[src/rtl/rdc_pkg.sv]
// ----------------------------------------------------------------------------
// rdc_pkg: shared definitions for the radix digit converter
// Sizes, radix limits, word types and the status bundle of the serial divider.
// ----------------------------------------------------------------------------
package rdc_pkg;

  // Number of low bits of the input value that take part in the conversion.
  localparam int VALUE_WIDTH = 32;
  // Depth of the digit stack.
  localparam int MAX_DIGITS  = 32;

  localparam int IN_VALUE_W  = 32;
  localparam int RADIX_W     = 4;
  localparam int DIGIT_W     = 4;

  localparam int BIT_CNT_W   = $clog2(VALUE_WIDTH);
  localparam int DIG_CNT_W   = $clog2(MAX_DIGITS + 1);
  localparam int DIG_IDX_W   = $clog2(MAX_DIGITS);

  localparam logic [RADIX_W-1:0] RADIX_MIN = RADIX_W'(2);
  localparam logic [RADIX_W-1:0] RADIX_MAX = RADIX_W'(10);

  typedef struct packed {
    logic [IN_VALUE_W-1:0] value;
    logic [RADIX_W-1:0]    radix;
  } in_word_t;

  typedef struct packed {
    logic [DIGIT_W-1:0] digit;
    logic               last;
    logic               bad_radix;
  } out_word_t;

  // Status of the bit-serial divider seen by the sequencer.
  typedef struct packed {
    logic done;       // quotient and remainder are valid this cycle
    logic q_nonzero;  // the quotient has at least one bit set
  } div_status_t;

endpackage

[src/rtl/rdc_div.sv]
// ----------------------------------------------------------------------------
// rdc_div: bit-serial restoring divider
// Divides a VALUE_WIDTH-bit dividend by a small radix, one quotient bit per
// cycle, and reports the remainder and whether the quotient is nonzero.
// ----------------------------------------------------------------------------
module rdc_div (
  input  logic                                clk_i,
  input  logic                                rst_ni,
  input  logic                                load_i,
  input  logic [rdc_pkg::VALUE_WIDTH-1:0]     dividend_i,
  input  logic [rdc_pkg::RADIX_W-1:0]         divisor_i,
  output logic [rdc_pkg::VALUE_WIDTH-1:0]     quotient_o,
  output logic [rdc_pkg::RADIX_W-1:0]         remainder_o,
  output rdc_pkg::div_status_t                status_o
);

  logic [rdc_pkg::VALUE_WIDTH-1:0] val_q, val_d;
  logic [rdc_pkg::RADIX_W-1:0]     rem_q, rem_d;
  logic [rdc_pkg::RADIX_W-1:0]     div_q;
  logic [rdc_pkg::BIT_CNT_W-1:0]   bit_q;
  logic                            run_q;
  logic                            done_q;
  logic                            qnz_q;

  logic [rdc_pkg::RADIX_W:0] trial;
  logic [rdc_pkg::RADIX_W:0] diff;
  logic                      q_bit;

  // The remainder stays below the divisor, so the trial value shifted in
  // from the dividend is always below twice the divisor.
  always_comb begin
    trial = {rem_q, val_q[rdc_pkg::VALUE_WIDTH-1]};
    diff  = trial - {1'b0, div_q};
    q_bit = (trial >= {1'b0, div_q});
    rem_d = q_bit ? diff[rdc_pkg::RADIX_W-1:0] : trial[rdc_pkg::RADIX_W-1:0];
    val_d = {val_q[rdc_pkg::VALUE_WIDTH-2:0], q_bit};
  end

  always_ff @(posedge clk_i or negedge rst_ni) begin
    if (!rst_ni) begin
      run_q  <= 1'b0;
      done_q <= 1'b0;
      qnz_q  <= 1'b0;
      bit_q  <= '0;
    end else begin
      done_q <= 1'b0;
      if (load_i) begin
        run_q <= 1'b1;
        qnz_q <= 1'b0;
        bit_q <= rdc_pkg::BIT_CNT_W'(rdc_pkg::VALUE_WIDTH - 1);
      end else if (run_q) begin
        qnz_q <= qnz_q | q_bit;
        bit_q <= bit_q - 1'b1;
        if (bit_q == '0) begin
          run_q  <= 1'b0;
          done_q <= 1'b1;
        end
      end
    end
  end

  always_ff @(posedge clk_i) begin
    if (load_i) begin
      val_q <= dividend_i;
      rem_q <= '0;
      div_q <= divisor_i;
    end else if (run_q) begin
      val_q <= val_d;
      rem_q <= rem_d;
    end
  end

  assign quotient_o         = val_q;
  assign remainder_o        = rem_q;
  assign status_o.done      = done_q;
  assign status_o.q_nonzero = qnz_q;

endmodule

[src/rtl/radix_digit_converter_unit.sv]
// ----------------------------------------------------------------------------
// radix_digit_converter_unit: unsigned integer to base 2..10 digits
// Converts a value into its digits by repeated division, most significant
// digit first, one digit word per result strobe.
// ----------------------------------------------------------------------------
// A command word is taken when start is high and busy is low. A radix outside
// 2 to 10 gives one result word with bad_radix and last set and a zero digit,
// in the cycle after the command; a zero value gives the single digit 0 the
// same way, and busy stays low in both cases. Otherwise busy rises and the
// value is divided by the radix with a bit-serial divider that retires one
// quotient bit per cycle. Remainders go onto a digit stack; when the quotient
// reaches zero the stack is popped at one digit word per cycle. Result words
// appear on res_o for exactly one cycle, marked by res_valid_o, and the
// receiver must take them as they come: there is no backpressure. The word
// with last set is the final one of a command, and busy is already low in
// that cycle.
// ----------------------------------------------------------------------------
module radix_digit_converter_unit (
  input  logic               clk_i,
  input  logic               rst_ni,
  input  logic               start,
  input  rdc_pkg::in_word_t  cmd_i,
  output logic               busy,
  output logic               res_valid_o,
  output rdc_pkg::out_word_t res_o
);

  typedef enum logic [1:0] {
    ST_IDLE,
    ST_DIV,
    ST_EMIT
  } state_e;

  state_e                          state_q;
  logic [rdc_pkg::DIG_CNT_W-1:0]   cnt_q;
  logic [rdc_pkg::RADIX_W-1:0]     radix_q;
  logic                            res_valid_q;
  logic                            res_last_q;
  logic                            res_bad_q;
  logic [rdc_pkg::DIGIT_W-1:0]     res_digit_q;

  // Digit stack, written while dividing and read while emitting.
  logic [rdc_pkg::DIGIT_W-1:0]     stack_mem [rdc_pkg::MAX_DIGITS];

  logic                            accept;
  logic                            bad_radix;
  logic                            zero_value;
  logic [rdc_pkg::VALUE_WIDTH-1:0] cmd_value;

  logic                            div_load;
  logic [rdc_pkg::VALUE_WIDTH-1:0] div_dividend;
  logic [rdc_pkg::RADIX_W-1:0]     div_divisor;
  logic [rdc_pkg::VALUE_WIDTH-1:0] div_quotient;
  logic [rdc_pkg::RADIX_W-1:0]     div_remainder;
  rdc_pkg::div_status_t            div_st;

  logic                            push;
  logic                            stack_has_room;
  logic [rdc_pkg::DIG_CNT_W-1:0]   cnt_dec;

  assign accept     = start && (state_q == ST_IDLE);
  assign cmd_value  = rdc_pkg::VALUE_WIDTH'(cmd_i.value);
  assign bad_radix  = (cmd_i.radix < rdc_pkg::RADIX_MIN) ||
                      (cmd_i.radix > rdc_pkg::RADIX_MAX);
  assign zero_value = (cmd_value == '0);

  assign stack_has_room = (cnt_q < rdc_pkg::DIG_CNT_W'(rdc_pkg::MAX_DIGITS));
  assign cnt_dec        = cnt_q - 1'b1;

  // Pushes onto a full stack are dropped, which keeps only the least
  // significant digits when a value would need more than the stack holds.
  assign push = (state_q == ST_DIV) && div_st.done && stack_has_room;

  // The divider is started by a new command and restarted on every quotient
  // that still has bits left.
  assign div_load     = (accept && !bad_radix && !zero_value) ||
                        ((state_q == ST_DIV) && div_st.done && div_st.q_nonzero);
  assign div_dividend = accept ? cmd_value : div_quotient;
  assign div_divisor  = accept ? cmd_i.radix : radix_q;

  rdc_div u_div (
    .clk_i       (clk_i),
    .rst_ni      (rst_ni),
    .load_i      (div_load),
    .dividend_i  (div_dividend),
    .divisor_i   (div_divisor),
    .quotient_o  (div_quotient),
    .remainder_o (div_remainder),
    .status_o    (div_st)
  );

  // Sequencer with its registered result flags.
  always_ff @(posedge clk_i or negedge rst_ni) begin
    if (!rst_ni) begin
      state_q     <= ST_IDLE;
      cnt_q       <= '0;
      res_valid_q <= 1'b0;
      res_last_q  <= 1'b0;
      res_bad_q   <= 1'b0;
    end else begin
      case (state_q)
        ST_IDLE: begin
          res_valid_q <= 1'b0;
          if (accept) begin
            if (bad_radix) begin
              res_valid_q <= 1'b1;
              res_last_q  <= 1'b1;
              res_bad_q   <= 1'b1;
            end else if (zero_value) begin
              res_valid_q <= 1'b1;
              res_last_q  <= 1'b1;
              res_bad_q   <= 1'b0;
            end else begin
              cnt_q   <= '0;
              state_q <= ST_DIV;
            end
          end
        end
        ST_DIV: begin
          res_valid_q <= 1'b0;
          if (div_st.done) begin
            if (stack_has_room) begin
              cnt_q <= cnt_q + 1'b1;
            end
            if (!div_st.q_nonzero) begin
              state_q <= ST_EMIT;
            end
          end
        end
        ST_EMIT: begin
          res_valid_q <= 1'b1;
          res_bad_q   <= 1'b0;
          res_last_q  <= (cnt_q == rdc_pkg::DIG_CNT_W'(1));
          cnt_q       <= cnt_dec;
          if (cnt_q == rdc_pkg::DIG_CNT_W'(1)) begin
            state_q <= ST_IDLE;
          end
        end
        default: begin
          state_q     <= ST_IDLE;
          res_valid_q <= 1'b0;
        end
      endcase
    end
  end

  always_ff @(posedge clk_i) begin
    if (accept) begin
      radix_q <= cmd_i.radix;
    end
  end

  // Stack write and registered read. The digit is zero on the words that
  // are not popped from the stack.
  always_ff @(posedge clk_i) begin
    if (push) begin
      stack_mem[cnt_q[rdc_pkg::DIG_IDX_W-1:0]] <= div_remainder;
    end
    if (state_q == ST_EMIT) begin
      res_digit_q <= stack_mem[cnt_dec[rdc_pkg::DIG_IDX_W-1:0]];
    end else begin
      res_digit_q <= '0;
    end
  end

  assign busy            = (state_q != ST_IDLE);
  assign res_valid_o     = res_valid_q;
  assign res_o.digit     = res_digit_q;
  assign res_o.last      = res_last_q;
  assign res_o.bad_radix = res_bad_q;

endmodule

[config.mk]
export PLATFORM = sky130hd
export DESIGN_NAME = radix_digit_converter_unit
export DESIGN_NICKNAME = d
export VERILOG_FILES = /design/src/rtl/rdc_pkg.sv /design/src/rtl/rdc_div.sv /design/src/rtl/radix_digit_converter_unit.sv
export SDC_FILE = /design/constraint.sdc
export NUM_CORES = 1
export LEC_CHECK = 0
export BUFFER_PORTS_ARGS = -buffer_cell sky130_fd_sc_hd__buf_2
export CORE_ASPECT_RATIO = 1.5
export CORE_MARGIN = 1.5
export CORE_UTILIZATION = 50
export DETAILED_ROUTE_END_ITERATION = 7
export GPL_TIMING_DRIVEN = 1
export PLACE_DENSITY = 0.7
export SLEW_MARGIN = 0
export SYNTH_ARGS = -nofsm -noshare
export SYNTH_HDL_FRONTEND = slang
export SYNTH_SLANG_ARGS = --single-unit
[constraint.sdc]
create_clock -name clk_i -period 4.1 [get_ports clk_i]
set_input_delay 0.205 -clock clk_i [delete_from_list [all_inputs] [get_ports clk_i]]
set_output_delay 0.205 -clock clk_i [all_outputs]
set_load 0.005 [all_outputs]
==> results of run 1 <==
routing by layer:
metal / vias up / GRT usage (%) / routed length (µm)
met5: - / 0 / 0
met4: 0 / 7.32 / 341
met3: 21 / 4.00 / 652
met2: 126 / 35.7 / 9010
met1: 2392 / 23.3 / 6270
li1: 2287 / - / -
synth_stat cells (11+ instances only):
cell type	count	share of area, %
edfxtp_1	164	58
nand2_1	123	5.4
nor2_1	41	1.8
mux4_2	40	11
clkbuf_1	20	0.89
dfrtp_1	19	5.6
inv_1	16	0.71
ha_1	15	2.2
dfxtp_1	12	2.8
nand3_1	12	0.71
o21ai_0	11	0.65
state kept, by name (all words and copies together), names as in the netlist:
register,flops
u_div.run_q,1
u_div.remainder_o,4
res_bad_q,1
res_valid_o,1
cnt_q,6
u_div.done_q,1
u_div.qnz_q,1
u_div.div_q,4
state_q,2
stack_mem,128
radix_q,4
res_digit_q,4
u_div.quotient_o,32
u_div.bit_q,5
res_last_q,1
final cells by class:
cell class | instances | area (µm²) | share of cell area, %
Timing Repair Buffer | 55 | 300 | 3.16
Inverter | 17 | 63.8 | 0.672
Clock inverter | 15 | 198 | 2.08
Multi-Input combinational cell | 346 | 2610 | 27.5
Clock buffer | 17 | 425 | 4.48
Sequential cell | 195 | 5640 | 59.4
Tap cell | 210 | 263 | 2.77
cell families (layout without fill, tap and decap cells):
| group | count (synthesis) | after routing | synth area share [%] |
|---|---|---|---|
| AO/OA/AOI/OAI | 54 | 54 | 4.37 |
| XOR/XNOR | 8 | 8 | 1.00 |
| adder cells (fa/ha/maj) | 16 | 16 | 2.45 |
| buffers and inverters | 50 | 104 | 2.64 |
| flip-flops | 195 | 195 | 66.6 |
| multiplexers | 48 | 48 | 11.7 |
| AND/OR/NAND/NOR | 220 | 220 | 11.3 |
worst max-delay path by stage:
stage,startpoint,endpoint,slack [ps],depth (start not counted)
after floorplan,cnt_q[0]$_DFFE_PN0P_,res_digit_q[0]$_SDFF_PP0_,1350,9
after global placement,cnt_q[1]$_DFFE_PN0P_,res_digit_q[3]$_SDFF_PP0_,1440,6
after detailed placement,cnt_q[1]$_DFFE_PN0P_,res_digit_q[3]$_SDFF_PP0_,1380,6
after CTS,cnt_q[1]$_DFFE_PN0P_,res_digit_q[3]$_SDFF_PP0_,1370,6
after global routing,state_q[1]$_DFFE_PN0P_,u_div.quotient_o[0]$_DFFE_PP_,1170,7
final,cnt_q[1]$_DFFE_PN0P_,res_digit_q[3]$_SDFF_PP0_,1380,6
report_power, final:
part / switching [µW] / internal, µW / total [µW]
clock: 728 / 979 / 1710
combinational: 965 / 674 / 1640
sequential: 116 / 2640 / 2750
stage by stage:
| step | total power, µW | instance area (µm²) | hold WS [ps] | setup slack, ps |
|---|---|---|---|---|
| 3_3_place_gp | 4380 | 8870 | 174 | 1440 |
| 3_5_place_dp | 4450 | 8870 | 179 | 1380 |
| 4_1_cts | 6160 | 9500 | 43.7 | 1370 |
| 6_report | 6100 | 9500 | 59.8 | 1380 |
| 5_1_grt | 6420 | 9500 | 41.7 | 1170 |
| 2_1_floorplan | 3990 | 8470 | -90.6 | 1350 |
worst min-delay path, cell delays in order:
cell and delay (ps):
buf_2 90, nand2_1 40, nand2_1 50
==> out/qor.txt, run 1 <==
Status: finished clean
Sequential share of the synthesized area: 66.6%
TritonCTS clock tree: done
WP buf/inv: 2
Core Area: 16,700 µm²
Post-synth ARST share: 9.74%
Yosys warnings: 0
WL/cell: 19.0 µm
HPWL after DPL: 11,200 µm
Setup TNS: 0 ps
Iter 0 DRT Violations: 297
Detail Route Antenna Nets: 0
Finished Core Util: 56.9%
Final period util: 66.4%
Worst R2R Path Depth: 6
Worst-path fanout max: 33
Synth Area per Inst: 14.3 µm²
Worst Hold Class: in -> reg
Clk_skew: 14.8 ps
Root buf cell: clkbuf_16
Hold Path Stages: 3
Htree depth: 4
Fraction of layout cells with a size suffix above 1: 21.6%
1st-pass router iterations: 4
Start of the worst register-to-register path: cnt_q[1]$_DFFE_PN0P_
Nets: 687
Number of antenna violations at the first check in global routing: 0
Slew margin rel.: 50.1%
EDFF count, synth: 164
Rows: 58
Initial core utilization: 50.8%
CP startpoint kind: flop
Number of global-route vias before repair: 5,069
Leading cell type in the layout, fill and taps excluded: edfxtp_1
GRT Total Usage: 19.9%
Max cap viols: 0
Area delta synth->final: 12.1%
Worst r2r dst: res_digit_q[3]$_SDFF_PP0_
Slowest stage cell, crit path: dfrtp_1
Min cycle time layout: 2720 ps
Post-cts sizing count: 0
Slew Viols, Final: 0
RSZ-0062 raised after global routing: false
Final hold vios: 0
Non-filler instance count after layout: 855
Final setup fails: 0
Yosys reg bits: 195
Cell repeated most along the worst path: mux4_2
Pleak: 0.00344 µW
Syn nets: 646
Most frequent cells in the layout: 164 x edfxtp_1, 123 x nand2_1, 46 x buf_2
VDD IR max: 0.402 mV
Distinct cells, synth: 56
Crit path kind: reg -> reg
Critical Path AT: 3030 ps
Placed instance count: 822
Endpoint class of the critical path: flop
Top FF cell, synth: edfxtp_1
Clk_lat worst skew: 430 ps
Worst path cell trace: inv_1, ha_1, buf_4, mux4_2, mux4_2, a22o_1
Fmax achieved: 0.367 GHz
P per Cell Area: 642 nW/µm²
Final wirelength: 16,300 µm
Total die area: 17,800 µm²
Layout fillers: 1,325
Post-synthesis cell count: 591
Reg2Reg Setup Slack: 1380 ps
Num CTS Buffers: 17
I/O pin count: 47
Die Width: 109 µm
Hold Path End: u_div.quotient_o[4]$_DFFE_PP_
Largest stage delay, worst path: 550 ps
CP Data Required Time: 4410 ps
CTS max path bufs: 2
Largest net degree at the start of global routing: 43
CTS sink cnt: 195
Hold Startpoint: cmd_i[8]
IO Port Bufs: 46
CTS Hold Buffers Added: 1
Vias/cell: 5.64
Family with the most delay on the worst path: multiplexers
Synthesized cell area: 8470 µm²
Global-route wire length before repair: 26,000 µm
Die Y: 162 µm
Slew of the pin with the lowest slew margin: 745 ps
Via count: 4,826
Ant diodes: 0
Setup bufs post-CTS: 0
Clock transition at the registers of the reported paths: 70 ps
Drt drc: 0
GP Congestion: 0.886
GRT overflow: 0
No activity file was read; power rests on OpenSTA's default activity.
==> run 2, diff against run 1 <==
PLACE_DENSITY = 0.73   (was 0.7)
clock period = 2.5 ns   (was 4.1 ns; I/O delays follow)
==> run 2 against run 1 <==
Net effect:
- clock-buffer cell count grew 1
- hold slack worse by 40 ps
- first-iteration DRC count is 0.34% lower
- cell count increased by 5.8%
- combinational power is 76% higher
- power rose by 64%
- critical path depth shrank 1
- core utilization increased by 2.8 points
- maximum frequency rose by 20%
- global-route usage grew 2.3 points
- critical endpoint is now res_digit_q[1]$_SDFF_PP0_
==> out/qor.txt, run 2 (synthesized netlist as in run 1, its figures left out) <==
Clk_lat worst skew: 430 ps (about the same)
Critical Path AT: 2590 ps (-440 ps)
Final wirelength: 18,200 µm (+12%)
IO Port Bufs: 46 (unchanged)
Hold Path End: u_div.quotient_o[0]$_DFFE_PP_
WP buf/inv: 1 (-1)
Worst path cell trace: inv_1, ha_1, xnor2_2, mux4_2, a22o_1
Fraction of layout cells with a size suffix above 1: 22.0% (+0.46 points)
Status: finished clean
Global-route wire length before repair: 29,100 µm (+12%)
Via count: 5,196 (+7.7%)
Pleak: 0.00365 µW (+6.2%)
VDD IR max: 0.639 mV (+59%)
CTS sink cnt: 195 (unchanged)
WL/cell: 20.1 µm (+5.4%)
Core Area: 16,700 µm² (unchanged)
Family with the most delay on the worst path: multiplexers
GRT Total Usage: 22.2% (+2.3 points)
Slew Viols, Final: 0 (unchanged)
Multi-input logic area: 2610 µm² (unchanged)
Htree depth: 4 (unchanged)
Largest net degree at the start of global routing: 43 (unchanged)
Crit path kind: reg -> reg
Setup bufs post-CTS: 0 (unchanged)
GRT overflow: 0 (unchanged)
RSZ-0062 raised after global routing: false
Detail Route Antenna Nets: 0 (unchanged)
Hold Path Stages: 3 (unchanged)
Leading cell type in the layout, fill and taps excluded: edfxtp_1
Endpoint class of the critical path: flop
1st-pass router iterations: 5 (+1)
Register area: 5640 µm² (unchanged)
Crit. Startpoint: cnt_q[0]$_DFFE_PN0P_
Die Width: 109 µm (unchanged)
Number of global-route vias before repair: 5,421 (+6.9%)
CTS max path bufs: 2 (unchanged)
Root buf cell: clkbuf_16
Slew of the pin with the lowest slew margin: 709 ps (-36.2 ps)
CP Data Required Time: 2820 ps (-1590 ps)
Clock transition at the registers of the reported paths: 70 ps (about the same)
Number of antenna violations at the first check in global routing: 0 (unchanged)
Area delta synth->final: 17.6%
Reg2Reg Setup Slack: 230 ps (-1150 ps)
Most frequent cells in the layout: 164 x edfxtp_1, 123 x nand2_1, 46 x buf_2
I/O pin count: 47 (unchanged)
Max cap viols: 0 (unchanged)
Worst r2r dst: res_digit_q[1]$_SDFF_PP0_
Total die area: 17,800 µm² (unchanged)
Slowest stage cell, crit path: mux4_2
Final hold vios: 0 (unchanged)
Clk_skew: 12.0 ps (-2.81 ps)
Iter 0 DRT Violations: 296 (-0.34%)
Drt drc: 0 (unchanged)
TritonCTS clock tree: done
GP Congestion: 0.837 (-5.6%)
Worst Hold Class: in -> reg
Final setup fails: 0 (unchanged)
Pre-CTS WS: 236 ps (-1140 ps)
Initial core utilization: 50.8% (unchanged)
Vias/cell: 5.74 (+1.7%)
P per Cell Area: 1000 nW/µm² (+56%)
Post-cts sizing count: 0 (unchanged)
Fmax achieved: 0.441 GHz (+20%)
Worst R2R Path Depth: 5 (-1)
Max reg flops: 128 (unchanged)
Worst Slack Setup Final: 234 ps (-1150 ps)
Ant diodes: 0 (unchanged)
Nets: 737 (+7.3%)
Final period util: 90.7% (+24 points)
Worst-path fanout max: 8 (-76%)
CP startpoint kind: flop
Slew margin rel.: 52.5% (+2.4 points)
Num CTS Buffers: 17 (unchanged)
Setup TNS: 0 ps (unchanged)
Die Y: 162 µm (unchanged)
Rows: 58 (unchanged)
Start of the worst register-to-register path: cnt_q[0]$_DFFE_PN0P_
Hold Startpoint: cmd_i[4]
HPWL after DPL: 11,600 µm (+3.7%)
Largest stage delay, worst path: 600 ps (+50 ps)
Min cycle time layout: 2270 ps (-455 ps)
Layout fillers: 1,271 (-4.1%)
-- run 2: cell types whose count changed in the layout (fill, tap and decap cells not counted) --
cell,before,now
clkbuf_1,0,1
clkinv_8,1,2
clkinv_1,1,0
clkinvlp_4,1,0
buf_4,8,18
buf_12,0,4
inv_6,3,4
bufinv_16,3,0
inv_8,2,3
clkinv_4,3,4
dlygate4sd3_1,1,37
-- run 2: where the power goes --
part	switching, µW	total, µW	leakage (µW)	internal [µW]
Sequential	193	4510	0.00186	4320
Clock	1270	2600	0.000281	1330
Combinational	1650	2890	0.00151	1240
-- run 2: worst max path at each step --
stage | end | slack (ps) | cells past startpoint
3_3_place_gp | res_digit_q[1]$_SDFF_PP0_ | 300 | 5
5_1_grt | res_digit_q[1]$_SDFF_PP0_ | 100 | 5
3_5_place_dp | res_digit_q[1]$_SDFF_PP0_ | 240 | 5
6_report | res_digit_q[1]$_SDFF_PP0_ | 230 | 5
2_1_floorplan | res_digit_q[2]$_SDFF_PP0_ | 20 | 9
4_1_cts | res_digit_q[1]$_SDFF_PP0_ | 220 | 5
-- run 2: routing by layer --
metal | routed length [µm] | global-route usage, %
met1 | 6910 | 26.7
met2 | 10200 | 40.5
met3 | 692 | 3.76
met4 | 328 | 6.20
met5 | 0 | 0
-- run 2: cell type report --
type | count | area share, %
Inverter | 17 | 0.640
Timing Repair Buffer | 105 | 8.19
Sequential cell | 195 | 56.6
Clock inverter | 14 | 1.42
Clock buffer | 18 | 4.31
Tap cell | 210 | 2.64
Multi-Input combinational cell | 346 | 26.2
-- run 2: what timing repair did --
item                       CTS  global route
hold endpoints to repair    55             0
hold buffers                37             0
setup endpoints to repair    0             0
-- run 2: per-stage QoR --
stage | std cells | area, µm² | power (µW) | util, % | hold WS [ps]
after floorplan | 591 | 8490 | 6580 | - | -171
after global placement | 836 | 9020 | 7300 | 54.1 | 95.6
after detailed placement | 836 | 9020 | 7420 | 54.1 | 110
after CTS | 905 | 9960 | 10000 | 59.7 | 17.4
after global routing | 905 | 9960 | 10500 | 59.7 | 55.5
final | 905 | 9960 | 10000 | 59.7 | 20.3
-- run 2: tightest hold or removal path: cells and delay by family --
kind                   cells  cell delay (ps)
AO/OA/AOI/OAI              1               60
buffers and inverters      1              100
AND/OR/NAND/NOR            1               50
